**src/rtl/mma_ram.sv**
```systemverilog
module mma_ram #(
    parameter int WIDTH = 16,
    parameter int DEPTH = 64
) (
    input  logic                     i_clk,
    input  logic                     i_wr_en,
    input  logic [$clog2(DEPTH)-1:0] i_wr_addr,
    input  logic [WIDTH-1:0]         i_wr_data,
    input  logic                     i_rd_en,
    input  logic [$clog2(DEPTH)-1:0] i_rd_addr,
    output logic [WIDTH-1:0]         o_rd_data
);

    logic [WIDTH-1:0] r_mem [DEPTH];
    logic [WIDTH-1:0] r_rd_data;

    always_ff @(posedge i_clk) begin
        if (i_wr_en) begin
            r_mem[i_wr_addr] <= i_wr_data;
        end
        if (i_rd_en) begin
            r_rd_data <= r_mem[i_rd_addr];
        end
    end

    assign o_rd_data = r_rd_data;

endmodule

```
**config.mk**
```make
export PLATFORM = sky130hd
export DESIGN_NAME = mma_ram
export DESIGN_NICKNAME = d
export VERILOG_FILES = /design/src/rtl/mma_ram.sv
export SDC_FILE = /design/constraint.sdc
export NUM_CORES = 1
export LEC_CHECK = 0
export BUFFER_PORTS_ARGS = -buffer_cell sky130_fd_sc_hd__buf_2
export CORE_AREA = 2 2 256 258
export CTS_CLUSTER_DIAMETER = 100
export DETAILED_ROUTE_END_ITERATION = 10
export DIE_AREA = 0 0 258 260
export PLACE_DENSITY = 0.79
export SETUP_SLACK_MARGIN = 0.05
export SLEW_MARGIN = 40
export SYNTH_ARGS = -nofsm -noshare
export SYNTH_HDL_FRONTEND = slang
export SYNTH_SLANG_ARGS = --single-unit
```
**constraint.sdc**
```tcl
create_clock -name i_clk -period 3 [get_ports i_clk]
set_input_delay 0.6 -clock i_clk [delete_from_list [all_inputs] [get_ports i_clk]]
set_output_delay 0.6 -clock i_clk [all_outputs]
set_load 0.05 [all_outputs]
```
==> run metrics, run 1 <==
Cell Chain, Critical Path buf_6, buf_12, buf_4, mux4_2, mux2_2, nand2_1, nand4_1, and4_1; Slowest cell on crit path nand4_1; Layout fillers 3531; crit share post-route 0.826; transition time at the pin with the least slew margin 0.847 ns; Via density 6.79; part of the power in combinational logic 0.057; cts-stage hold buffer count 0; DRT iter0 DRCs 2774; r2r worst-path depth 5; unrepaired setup endpoints after global routing no; largest net degree at the start of global routing 65; total routed wirelength 97.7 mm; Hold Slack 0.465 ns; CTS tree done; row cnt 93; CP Max Fanout 27; top-count cell post-synth edfxtp_1; post-layout util 0.716; CP endpoint kind flop; synthesized net count 1860; HP Start i_wr_data[1]; R2R setup slack 0.71 ns; P_sw 6330 µW; Worst VDD drop 485 µV; vias in the first global route 20.6k; Worst R2R End o_rd_data[15]; clk sinks 1040; Die Height 260 µm; design area 45900 µm²; first-pass GRT wire length 142 mm; Post-synth ARST share 0; clock-pin slew on the worst setup and hold paths 0.06 ns; WL per Instance 32.1 µm; Detailed Place HPWL 59.3 mm; Remaining DRCs 0; number of I/O pins 47; Reg power frac 0.539; power per standard cell area 653 nW/µm²; worst setup path start i_rd_addr[1]; Placer Congestion 0.906; post-CTS sizing 0; sequential share of the synthesized area 0.777; Clock power frac 0.404; H-Tree Depth 3; Max-Slew Margin vs Limit 0.430; Worst-Skew Late Latency 0.65 ns; f_max 0.404 GHz; critical path startpoint category input port; Max Cap Violations 0; status complete, no violations; DR vias 20.6k; Remaining Overflow, GRT 0; leakage 0.0149 µW; r2r startpoint r_mem[23][15]; cell count after synthesis 1829; crit path capture o_rd_data[12]; initial antenna violation count 10; clock skew 0.0236 ns; Netlist Area Pre-Place 40200 µm²; Yosys top cell area share 0.777; Mean Syn Cell Area 22.0 µm²; main flop type after synthesis edfxtp_1; DRT antenna net count 0; post-CTS setup repair buffer count 0; post-placement cell area 42800 µm²; top cells by area, synth edfxtp_1 (78%), mux4_2 (12%), mux2i_1 (2.1%); Longest Clk Path Bufs 3; Initial Utilization 0.627; drt first pass iters 6; Global Route Usage Sum 0.298; CP Data Required Time 3.40 ns; Cell variety after synth 42; critical path class input port to flop; clock root cell clkbuf_16; Post-synth top cells edfxtp_1 (1040), mux4_2 (220), mux2i_1 (85); register bit total from synthesis 1040; EDFF count, synth 1040; Area Overhead vs Synth 14.3%; count of pins over their slew limit 0; Die Area 67100 µm²; Synth area leader edfxtp_1; final hold vios 0; PortBufs 46; Horiz. Die Dim 258 µm; Sw Share 0.211; Worst Hold Class input port to flop; Final Power 30000 µW; CP arrival 2.88 ns; CORE AREA 64100 µm²; Tmin final 2.48 ns; layout cell share with drive strength beyond 1 0.308; nets@finish 2127; internal power contribution 23700 µW; Max stage delay on crit path 0.39 ns; setup TNS 0 ns; Setup-failing EPs final 0; CTS buffer count 99; Yosys warning count 0
==> worst min path at each step <==
stage,endpoint,cells after the start
3_3_place_gp,o_rd_data[9],3
2_1_floorplan,r_mem[0][0],0
5_1_grt,r_mem[34][1],1
4_1_cts,r_mem[42][11],1
3_5_place_dp,o_rd_data[10],4
6_report,r_mem[34][1],1
==> metrics by stage <==
stage	worst slack, ns	cells
after floorplan	0.365	1829
after global placement	-0.00639	2850
after detailed placement	-0.0271	2850
after CTS	0.660	3033
after global routing	0.552	3035
final	0.523	3041
==> layout by cell type, fill, tap and decap left out, types with 27 or more instances in the layout <==
cell type and count:
mux4_2 220, clkbuf_16 100, mux2i_1 85, buf_4 205
nand2_1 59, nor2_1 72, nor2b_1 28, edfxtp_1 1040
mux2_2 27, a22oi_1 39, buf_2 40
==> power by group through the flow <==
stage,sequential [µW],combinational (µW),clock [µW]
floorplan,16500,833,0
global placement,16500,1620,0
detailed placement,16500,1670,0
global route,16200,1780,12700
finish,16200,1710,12100
CTS,16200,1690,12200
==> flip-flops by register name, summed over array words and instances (netlist names) <==
name	count
o_rd_data	16
r_mem	1024
==> worst max-delay path: cells and delay by family <==
family                 cells  cell delay (ns)
and+or+nand+nor            3             0.84
muxes                      2             0.61
buffers and inverters      3             0.80
==> cell families after synthesis <==
family / share of synthesized area
compound gates: 0.0240
mux: 0.155
buf+inv: 0.0182
flops: 0.777
simple gates: 0.0264
==> area by class of cell <==
class / instances / area (µm²) / share of cell area
tap: 855 / 1070 / 0.0233
sequential: 1040 / 31200 / 0.680
clock inverter: 65 / 574 / 0.0125
clock buffer: 118 / 2570 / 0.0559
timing repair buffer: 270 / 2220 / 0.0483
antenna: 8 / 20.0 / 0.000436
multi-input combinational: 685 / 8250 / 0.180
==> per-layer routing <==
metal	global-route usage	vias up	wire length, µm
li1	-	8237	-
met1	0.404	10700	34700
met2	0.482	1513	48400
met3	0.0637	219	10600
met4	0.117	4	3960
met5	0	-	22
(Power assumes the default switching activity.)
==> run 2, diff against run 1 <==
--- a/config.mk
+++ b/config.mk
@@ -6,11 +6,11 @@
 export NUM_CORES = 1
 export LEC_CHECK = 0
 export BUFFER_PORTS_ARGS = -buffer_cell sky130_fd_sc_hd__buf_2
-export CORE_AREA = 2 2 256 258
+export CORE_AREA = 2 2 271 273
 export CTS_CLUSTER_DIAMETER = 100
 export DETAILED_ROUTE_END_ITERATION = 10
-export DIE_AREA = 0 0 258 260
-export PLACE_DENSITY = 0.79
+export DIE_AREA = 0 0 273 275
+export PLACE_DENSITY = 0.75
 export SETUP_SLACK_MARGIN = 0.05
 export SLEW_MARGIN = 40
 export SYNTH_ARGS = -nofsm -noshare
==> constraint.sdc (replaced) <==
create_clock -name i_clk -period 2.1 [get_ports i_clk]
set_input_delay 0.42 -clock i_clk [delete_from_list [all_inputs] [get_ports i_clk]]
set_output_delay 0.42 -clock i_clk [all_outputs]
set_load 0.05 [all_outputs]
==> run 2 against run 1 <==
Final area rose by 3.3%. Clock power rose by 49%. First-iteration DRC count rose by 0.97%. Worst setup slack got worse by 0.55 ns. The flow now finishes with violations (setup timing). Count of clock-buffer cells in the layout did not move. Highest routed layer unchanged. Routed wire length rose by 0.79%. Utilization fell by 6.0 points. Worst hold slack got worse by 0.20 ns. Register-to-register slack got worse by 0.74 ns.
==> run metrics, run 2 (synthesis gave the netlist of run 1 again) <==
status finished, violations left; failing checks setup timing; WL per Instance 31.0 µm (-3.6%); Horiz. Die Dim 273 µm (+5.8%); max FFs per register 1024 (unchanged); crit share post-route 1.01; Sw Share 0.208 (-0.00308); drt first pass iters 6 (unchanged); Remaining Overflow, GRT 0 (unchanged); internal power contribution 34600 µW (+46%); final hold vios 0 (unchanged); unrepaired setup endpoints after global routing yes; Worst Hold Class input port to flop; DRT iter0 DRCs 2801 (+0.97%); CTS tree done; H-Tree Depth 3 (unchanged); vias in the first global route 20.8k (+1.3%); Reg power frac 0.529 (-0.010); Longest Clk Path Bufs 3 (unchanged); CTS buffer count 100 (+1.0%); Max-Slew Margin vs Limit 0.293 (-0.136); row cnt 99 (+6.5%); Setup-failing EPs final 1 (+1); CORE AREA 72300 µm² (+13%); CP arrival 2.54 ns (-0.34 ns); Tmin final 2.13 ns; P_sw 9080 µW (+44%); CP Max Fanout 1 (-96%); Post-Layout Cell Count 3180 (+4.6%); DRT antenna net count 0 (unchanged); clock root cell clkbuf_16; DR vias 20.5k (-0.83%); critical path class flop to flop; HP Start i_wr_data[13]; first-pass GRT wire length 144 mm (+1.4%); CP Data Required Time 2.51 ns (-0.89 ns); worst setup path start r_mem[29][14]; Global Route Usage Sum 0.268 (-0.0294); part of the power in combinational logic 0.060 (+0.003); Die Height 275 µm (+5.8%); Hold Slack 0.260 ns (-0.205 ns); number of I/O pins 47 (unchanged); Die Area 75100 µm² (+12%); Remaining DRCs 0 (unchanged); Max stage delay on crit path 0.48 ns (+0.09 ns); Max Cap Violations 0 (unchanged); setup TNS -0.0263 ns (-0.0263 ns); Clock power frac 0.411 (+0.007); post-placement cell area 43900 µm² (+2.6%); CP endpoint kind flop; Worst-Skew Late Latency 0.67 ns (+0.02 ns); PortBufs 46 (unchanged); largest net degree at the start of global routing 65 (unchanged); Via density 6.44 (-5.2%); design area 47500 µm² (+3.3%); most frequent cells in the layout edfxtp_1 (1040), mux4_2 (224), buf_4 (197); total routed wirelength 98.5 mm (+0.79%); Crit path buffers/inverters 0 (-3); Worst VDD drop 757 µV (+56%); f_max 0.470 GHz; leakage 0.0154 µW (+3.2%); final setup margin -0.0263 ns (-0.549 ns); count of pins over their slew limit 0 (unchanged); transition time at the pin with the least slew margin 1.06 ns (+0.211 ns); nets@finish 2171 (+2.1%); commonest non-fill, non-tap cell in the layout edfxtp_1; Slowest cell on crit path mux4_2; Area Overhead vs Synth 18.0%; initial antenna violation count 9 (-1); critical path startpoint category flop; Reg with most FFs r_mem; power per standard cell area 920 nW/µm² (+41%); Placer Congestion 0.888 (-2.0%); dpl cells 2995 (+5.1%); clk sinks 1040 (unchanged); clock-pin slew on the worst setup and hold paths 0.06 ns (about the same); largest delay contributor family on the critical path simple AND/OR/NAND/NOR gates; Layout fillers 4446 (+26%); Initial Utilization 0.556 (-0.0713); clock skew 0.0337 ns (+0.0101 ns); Cell Chain, Critical Path mux4_2, mux2_4, nand2_1, nand4_1, and4_1; r2r startpoint r_mem[29][14]; layout cell share with drive strength beyond 1 0.350 (+0.0415); Detailed Place HPWL 59.6 mm (+0.46%)
==> run 2: cell types whose count changed in the layout (fill, tap and decap cells not counted), sizes merged <==
cell	change
diode	-4
inv	+2
clkinvlp	-9
bufinv	+4
clkinv	-1
buf	+43
==> run 2: power groups by stage <==
| stage | registers [µW] | logic [µW] | clock network, µW |
|---|---|---|---|
| after global placement | 23500 | 2440 | 0 |
| after detailed placement | 23500 | 2500 | 0 |
| after floorplan | 23600 | 1220 | 0 |
| after CTS | 23100 | 2540 | 18200 |
| after global routing | 23100 | 2740 | 19000 |
| final | 23100 | 2620 | 18000 |
==> run 2: path summary, 6_finish.rpt <==
kind	to	slack (ns)	cells past startpoint
max	o_rd_data[14]	-0.03	5
min	r_mem[30][13]	0.26	1
max reg2reg	o_rd_data[14]	-0.03	5
min reg2reg	o_rd_data[5]	1.00	4
==> run 2: cell type report <==
class	instances	area, µm²	area share
Clock inverter	61	648	0.0137
Multi-Input combinational cell	685	8550	0.180
Tap cell	959	1200	0.0253
Timing Repair Buffer	313	3190	0.0672
Clock buffer	118	2630	0.0555
Sequential cell	1040	31200	0.658
Antenna cell	4	10.0	0.000211
==> run 2: repair_timing <==
action / 4_1_cts / 5_1_grt
endpoints found under the setup margin: 11 / 14
buffers inserted: 0 / 2
hold buffers: 0 / 0
pin swaps: 3 / 21
gates resized for setup: 14 / 42
endpoints found under the hold margin: 0 / 0
==> run 2: metrics by stage <==
stage,setup slack [ns],util,total power [µW]
floorplan,-0.278,-,24800
global placement,-0.713,0.606,26000
detailed placement,-0.743,0.607,26000
CTS,0.0530,0.653,43800
global route,-0.0348,0.656,44800
finish,-0.0263,0.656,43700
==> run 2: routing by layer <==
layer,track usage,share of wire,vias to the layer above
met4,0.0961,0.032,10
li1,-,-,8315
met1,0.363,0.37,10700
met2,0.430,0.49,1285
met3,0.0669,0.11,176
met5,0,0.00064,-
==> run 2: worst register-to-register path, delay by kind of cell, from the launching register on <==
family / cells / cell delay, ns
flip-flops: 1 / 0.39
multiplexers: 2 / 0.75
AND/OR/NAND/NOR: 3 / 0.76
