`src/rtl/mma_pkg.sv`:
```
package mma_pkg;

    localparam int IDX_W     = 3;
    localparam int DIM_W     = 4;
    localparam int CFG_IDX_W = 2;
    localparam int FACTOR_W  = 16;
    localparam int PROD_W    = 32;
    localparam int SUM_W     = 48;

    localparam logic signed [SUM_W-1:0] SUM_MAX = {1'b0, {(SUM_W-1){1'b1}}};
    localparam logic signed [SUM_W-1:0] SUM_MIN = {1'b1, {(SUM_W-1){1'b0}}};

    typedef enum logic [1:0] {
        CMD_LOAD_A  = 2'd0,
        CMD_LOAD_B  = 2'd1,
        CMD_LOAD_C  = 2'd2,
        CMD_COMPUTE = 2'd3
    } t_cmd;

    typedef enum logic [CFG_IDX_W-1:0] {
        REG_ROWS_M  = 2'd0,
        REG_COLS_N  = 2'd1,
        REG_INNER_K = 2'd2
    } t_reg;

    // travels with each A/B read through the MAC pipeline
    typedef struct packed {
        logic             first;
        logic             last;
        logic             final_elem;
        logic [IDX_W-1:0] row;
        logic [IDX_W-1:0] col;
    } t_tag;

    typedef struct packed {
        logic [IDX_W-1:0] row;
        logic [IDX_W-1:0] col;
        logic [SUM_W-1:0] value;
        logic             sat;
        logic             final_elem;
    } t_result;

endpackage

```
`src/rtl/mma_mac.sv`:
```
module mma_mac (
    input  logic                                       i_clk,
    input  logic                                       i_rst_n,
    input  logic                                       i_adv,
    input  logic                                       i_valid,
    input  mma_pkg::t_tag                              i_tag,
    input  logic signed [mma_pkg::FACTOR_W-1:0]        i_a,
    input  logic signed [mma_pkg::FACTOR_W-1:0]        i_b,
    input  logic signed [mma_pkg::SUM_W-1:0]           i_c,
    output logic                                       o_busy,
    output logic                                       o_res_valid,
    output mma_pkg::t_result                           o_res
);

    localparam int PW = mma_pkg::PROD_W;
    localparam int SW = mma_pkg::SUM_W;

    logic                 r_valid;
    mma_pkg::t_tag        r_tag;
    logic signed [PW-1:0] r_prod;
    logic signed [SW-1:0] r_c;
    logic signed [SW-1:0] r_acc;
    logic                 r_sat;

    logic signed [SW-1:0] w_base;
    logic signed [SW:0]   w_sum;
    logic                 w_ovf;
    logic signed [SW-1:0] w_clip;
    logic                 w_sat;

    always_ff @(posedge i_clk) begin
        if (!i_rst_n) begin
            r_valid <= 1'b0;
        end else if (i_adv) begin
            r_valid <= i_valid;
        end
    end

    always_ff @(posedge i_clk) begin
        if (i_adv) begin
            r_prod <= PW'(i_a) * PW'(i_b);
            r_c    <= i_c;
            r_tag  <= i_tag;
        end
    end

    // saturating accumulate, restarts from the C entry on the first product
    always_comb begin
        w_base = r_tag.first ? r_c : r_acc;
        w_sum  = (SW+1)'(w_base) + (SW+1)'(r_prod);
        w_ovf  = w_sum[SW] ^ w_sum[SW-1];
        if (w_ovf) begin
            w_clip = w_sum[SW] ? mma_pkg::SUM_MIN : mma_pkg::SUM_MAX;
        end else begin
            w_clip = w_sum[SW-1:0];
        end
        w_sat = (!r_tag.first && r_sat) || w_ovf;
    end

    always_ff @(posedge i_clk) begin
        if (i_adv && r_valid) begin
            r_acc <= w_clip;
            r_sat <= w_sat;
        end
    end

    always_comb begin
        o_res.row        = r_tag.row;
        o_res.col        = r_tag.col;
        o_res.value      = w_clip;
        o_res.sat        = w_sat;
        o_res.final_elem = r_tag.final_elem;
    end

    assign o_res_valid = r_valid && r_tag.last;
    assign o_busy      = r_valid;

endmodule

```
`config.mk`:
```
export PLATFORM = sky130hd
export DESIGN_NAME = mma_mac
export DESIGN_NICKNAME = d
export VERILOG_FILES = /design/src/rtl/mma_pkg.sv /design/src/rtl/mma_mac.sv
export SDC_FILE = /design/constraint.sdc
export NUM_CORES = 1
export LEC_CHECK = 0
export BUFFER_PORTS_ARGS = -buffer_cell sky130_fd_sc_hd__buf_4
export CAP_MARGIN = 15
export CORE_ASPECT_RATIO = 1.25
export CORE_UTILIZATION = 30
export CTS_CLUSTER_SIZE = 40
export DETAILED_ROUTE_END_ITERATION = 10
export GPL_TIMING_DRIVEN = 0
export PLACE_DENSITY = 0.54
export REMOVE_ABC_BUFFERS = 1
export SETUP_SLACK_MARGIN = 0.05
export SLEW_MARGIN = 20
export SYNTH_ARGS = -nofsm -noshare
export SYNTH_HDL_FRONTEND = slang
export SYNTH_SLANG_ARGS = --single-unit
```
`constraint.sdc`:
```
create_clock -name i_clk -period 8.85 [get_ports i_clk]
set_input_delay 1.77 -clock i_clk [delete_from_list [all_inputs] [get_ports i_clk]]
set_output_delay 1.77 -clock i_clk [all_outputs]
set_load 0.01 [all_outputs]
```
==> flow_summary.ini, run 1 <==
[timing]
slew_viol_final = 0
fin_crit_sh_pct = 88.5
maxSlewHeadroom_pct = 36.3
rsz0062_at_grt = false
tns_ns = 0
final.min_clock_period_ns = 7.83
skew_ns = 0.0135
worst_pin_slew_ns = 0.955
hold_viol = 0
setup_viol = 0
max_freq_mhz = 128

[clocking]
cts_tree = done
cts_buffer_depth = 2
clock_latency_ns = 0.44
cts.sinks = 139
cts_resized = 0
clk_pin_slew_worst_paths_ns = 0.06
cts_hold_buf = 0
cts_setup_buffers = 0
root_buffer = clkbuf_16
htreeDepth = 4
cts-buffers-inserted = 17

[status]
status = complete, no violations

[layout]
regArea_sq_mm = 0.00416
nets = 2371
multi_input_area_sq_mm = 0.0123
area_growth_syn_to_layout_pct = 13.4
stdcell_count = 2663
drive_above_1_share_pct = 13.9
n_antenna_cell = 0
fill_cells = 6017

[floorplan]
dieHeight_um = 276
die_w_um = 221
io_pins = 151
num_rows = 100
placeableCoreArea_sq_mm = 0.0594
start_util_pct = 30.3
die-area_sq_mm = 0.0609

[synthesis]
yosysSeqAreaShare_pct = 23.2
synth_ff_type = edfxtp_1
yosysMostFrequentCell = inv_1
synth_area_per_cell_sq_um = 10.0
yosys_warnings = 0
netlist_area_sq_mm = 0.0180
synth.distinct_cells = 72
yosys-top-cells-area = fa_1, edfxtp_1, ha_1
synth_edf_count = 138
synth_top_area_share_pct = 29.3
ys_top_cells_by_count = inv_1, fa_1, nand2_1
netlist_instances = 1790
async_flop_share_pct = 0
ys_seq_elements = 139
yosysTopAreaCell = fa_1

[drt]
wl_mm = 46.1
routedWlPerCell_um = 17.3
remaining_drc_errors = 0
ant_nets = 0
drt_iter0_markers = 650
drtPass1Iterations = 5
vias_per_cell = 4.80
num_vias = 12776

[critical_path]
crit_chain = buf_8 > buf_8 > mux2_2 > ha_1 > nand4_1 > or3_1 > a21o_1 > a2111oi_2 > o31a_1 > o21ai_2 > a31oi_4 > nand3_2 > o21ai_0 > buf_4
end_kind = primary output
required_ns = 7.08
worstSetupPathType = reg2out
cp_top_family = compound AO/OA/AOI/OAI gates
slowest_stage = nand3_2
crit_fanout = 41
cp-startpoint = r_tag[8]$_DFFE_PP_
slowest_delay_ns = 0.83
critPathArrivalTime_ns = 6.06
cp_common_cell = buf_8
critPathBufInv = 3
cp-start-kind = flip-flop
r2r_start = r_tag[8]$_DFFE_PP_

[min_path]
min-delay-start = r_sat$_DFFE_PP_
min_path_type = reg2reg

[run]
max_cap_violations = 0

[placed_design]
portBuffers = 150
routabilityCongestion = 0.862
place_hpwl_mm = 36.7
dp_cells = 2631

[grt]
grt_pass1_vias = 14122
grt_start_max_net_pins = 92
grt_overflow = 0
grt_usage_pct = 15.7
antenna_found_initial = 0
grt_pass1_wl_mm = 75.2
-- cell families (layout without fill, tap and decap cells) --
family,Yosys count,after routing,share of synthesized area (%)
buffers and inverters,392,500,8.59
muxes,50,50,3.12
adders and majority gates,399,399,38.7
and+or+nand+nor,453,453,12.6
DFF,139,139,23.2
xor gates and xnor gates,75,75,3.65
AOI/OAI and AO/OA,282,282,10.2
-- area by class of cell --
class	instances	area share [%]
multi-input cells	1259	60.3
flip-flops and latches	139	20.4
repair buffers	154	5.96
inverters	314	5.78
well taps	765	4.69
clock buffers	17	2.09
clock inverters	15	0.792
-- stage by stage --
step                worst slack [ns]  hold slack, ns  util, %  instance area [sq um]
CTS                            0.766           0.562     34.3                  20400
detailed placement             0.590           0.548     33.3                  19800
global placement              -0.257           0.530     33.1                  19700
global route                   0.568           0.608     34.3                  20400
floorplan                       1.60           0.553        -                  17600
finish                          1.02           0.560     34.3                  20400
-- flip-flops by register name (all words and copies together) (netlist names) --
register  count
r_acc        48
r_c          48
r_prod       32
o_res         7
r_tag         2
o_busy        1
r_sat         1
-- cell usage in the layout (no fill, tap or decap), drive strengths merged, types with 4 or more instances in the layout --
cell	netlist	routed
inv	314	320
fa	263	263
nand2	168	168
buf	28	154
edfxtp	138	138
and2	134	134
ha	130	130
a21oi	86	86
o21ai	68	68
nor2	56	56
xnor2	51	51
mux2	48	48
a21o	27	27
xor2	24	24
o21a	17	17
clkbuf	50	17
nand3	17	17
nand4	16	16
nor3	15	15
o211ai	15	15
nand2b	14	14
a31oi	14	14
o21bai	9	9
nor2b	9	9
a211oi	8	8
and3	8	8
o31ai	7	7
maj3	6	6
or3	4	4
o31a	4	4
clkinv	0	4
-- layer usage --
layer / track usage (%) / up-vias / part of all wire, %
met4: 5.08 / 0 / 2.2
met1: 18.3 / 6470 / 42
met2: 29.7 / 247 / 53
met3: 1.75 / 54 / 2.7
li1: - / 6005 / -
met5: 0 / - / 0
-- worst reg2reg max path, stage by stage (launching register included) --
cell	delay, ns
edfxtp_1	0.73
buf_8	0.23
buf_8	0.19
mux2_2	0.39
ha_1	0.44
nand4_1	0.20
or3_1	0.41
a21o_1	0.17
a2111oi_2	0.33
o31a_1	0.28
o21ai_2	0.10
a31oi_4	0.41
nand3_2	0.83
o21ai_0	0.68
-- final timing paths --
kind / to / slack, ns / depth (start not counted)
max reg2reg: r_acc[20]$_DFFE_PP_ / 3.17 / 13
max: o_res[22] / 1.02 / 14
min reg2reg: r_sat$_DFFE_PP_ / 0.56 / 1
min: r_sat$_DFFE_PP_ / 0.56 / 1
Power of run 1 is not shown: default switching activity piles up to over one toggle a cycle in this logic, so the estimate is an artifact.
==> run 2: changes to the inputs <==
Settings changed: CORE_UTILIZATION 30 to 55, PLACE_DENSITY 0.54 to 0.82.
==> run 2 against run 1 <==
Compared with the run above: maximum frequency rose by 2.6%; die area fell by 45%; register-to-register slack better by 0.46 ns; critical path type is now in2reg; highest routed layer unchanged.
==> flow_summary.ini, run 2 (same netlist as run 1, synthesis figures left out) <==
[layout]
drive_above_1_share_pct = 14.0
final_cell_mix = inv_1, fa_1, nand2_1
stdcell_count = 2310
nets = 2371
area_growth_syn_to_layout_pct = 10.9
multi_input_area_sq_mm = 0.0123
final_common_cell = inv_1
reg_top3 = r_acc x48, r_c x48, r_prod x32
fill_cells = 2526
regArea_sq_mm = 0.00416
n_antenna_cell = 0

[placed_design]
dp_cells = 2278
routabilityCongestion = 0.895
place_hpwl_mm = 33.0
portBuffers = 150

[clocking]
cts_resized = 0
cts.sinks = 139
cts_setup_buffers = 0
cts-buffers-inserted = 17
cts_tree = done
root_buffer = clkbuf_16
clock_latency_ns = 0.44
cts_hold_buf = 0
clk_pin_slew_worst_paths_ns = 0.06
htreeDepth = 4
cts_buffer_depth = 2

[drt]
vias_per_cell = 5.63
drtPass1Iterations = 5
drt_iter0_markers = 841
wl_mm = 41.8
ant_nets = 0
num_vias = 13000
routedWlPerCell_um = 18.1
remaining_drc_errors = 0

[timing]
final.min_clock_period_ns = 7.64
maxSlewHeadroom_pct = 42.1
skew_ns = 0.00895
hold_viol = 0
max_freq_mhz = 131
slew_viol_final = 0
hold_slack_ns = 0.574
rsz0062_at_grt = false
worst_pin_slew_ns = 0.867
tns_ns = 0
fin_crit_sh_pct = 86.3
setup_viol = 0

[min_path]
min_path_type = reg2reg
holdPathEnd = o_busy$_SDFFE_PN0P_
whs_path_depth = 2
min-delay-start = o_busy$_SDFFE_PN0P_

[run]
max_cap_violations = 0

[grt]
grt_overflow = 0
antenna_found_initial = 0
grt_pass1_wl_mm = 68.5
grt_pass1_vias = 14206
grt_start_max_net_pins = 92
grt_usage_pct = 26.4

[floorplan]
start_util_pct = 56.3
die-area_sq_mm = 0.0334
dieHeight_um = 204
num_rows = 73
placeableCoreArea_sq_mm = 0.0320
die_w_um = 164
io_pins = 151

[critical_path]
slowest_delay_ns = 0.54
r2r_setup_slack_ns = 3.63
end_kind = flip-flop
crit_fanout = 16
critPathArrivalTime_ns = 7.82
rr_worst_depth = 13
worstSetupPathType = in2reg
required_ns = 9.03
cp-start-kind = input pin
slowest_stage = fa_1
reg2reg_to = r_acc[14]$_DFFE_PP_
cp_common_cell = fa_1
crit_chain = buf_4 > and2_1 > fa_1 > inv_1 > fa_1 > fa_1 > fa_1 > inv_1 > fa_1 > fa_1 > ha_1 > a21o_1 > a311oi_1 > o211ai_1 > a32oi_1 > a211o_1 > nand2_1 > a311o_1 > a21oi_1 > xnor2_1
r2r_start = r_tag[8]$_DFFE_PP_

[status]
status = complete, no violations
-- run 2: worst max path at each step --
stage / cells past startpoint / slack, ns / start / to
floorplan: 19 / 1.60 / i_b[4] / r_prod[28]$_DFFE_PP_
global placement: 12 / 0.27 / r_tag[8]$_DFFE_PP_ / o_res[22]
detailed placement: 20 / 0.77 / i_b[4] / r_prod[28]$_DFFE_PP_
CTS: 20 / 1.25 / i_b[4] / r_prod[28]$_DFFE_PP_
global route: 20 / 0.93 / i_b[4] / r_prod[28]$_DFFE_PP_
finish: 20 / 1.21 / i_b[4] / r_prod[28]$_DFFE_PP_
-- run 2: critical path, delay by kind of cell --
family,cells,cell delay (ns)
adders and majority gates,7,3.34
AOI/OAI and AO/OA,7,2.02
and+or+nand+nor,2,0.29
buffers and inverters,3,0.28
xor gates and xnor gates,1,0.10
-- run 2: per-stage QoR --
step,worst slack (ns),instance area [sq um],util (%)
after CTS,1.25,19900,62.4
after global routing,0.926,19900,62.4
after global placement,0.271,19300,60.2
after floorplan,1.60,17600,-
after detailed placement,0.771,19300,60.5
final,1.21,19900,62.4
-- run 2: area by class of cell --
type	instances	area share, %
clock buffer	18	2.20
clock inverter	14	0.803
inverter	314	5.91
multi-input combinational	1259	61.6
sequential	139	20.9
tap	412	2.58
timing repair buffer	154	6.03
-- run 2: layer usage --
layer / track usage [%] / part of all wire, % / up-vias / wire [um]
met5: 0 / 0 / - / 0
met4: 12.1 / 4.0 / 0 / 1690
met1: 30.1 / 38 / 6423 / 15700
met3: 3.27 / 5.7 / 117 / 2390
met2: 48.8 / 53 / 455 / 22000
li1: - / - / 6005 / -
Power of run 2 is left out for the same reason.
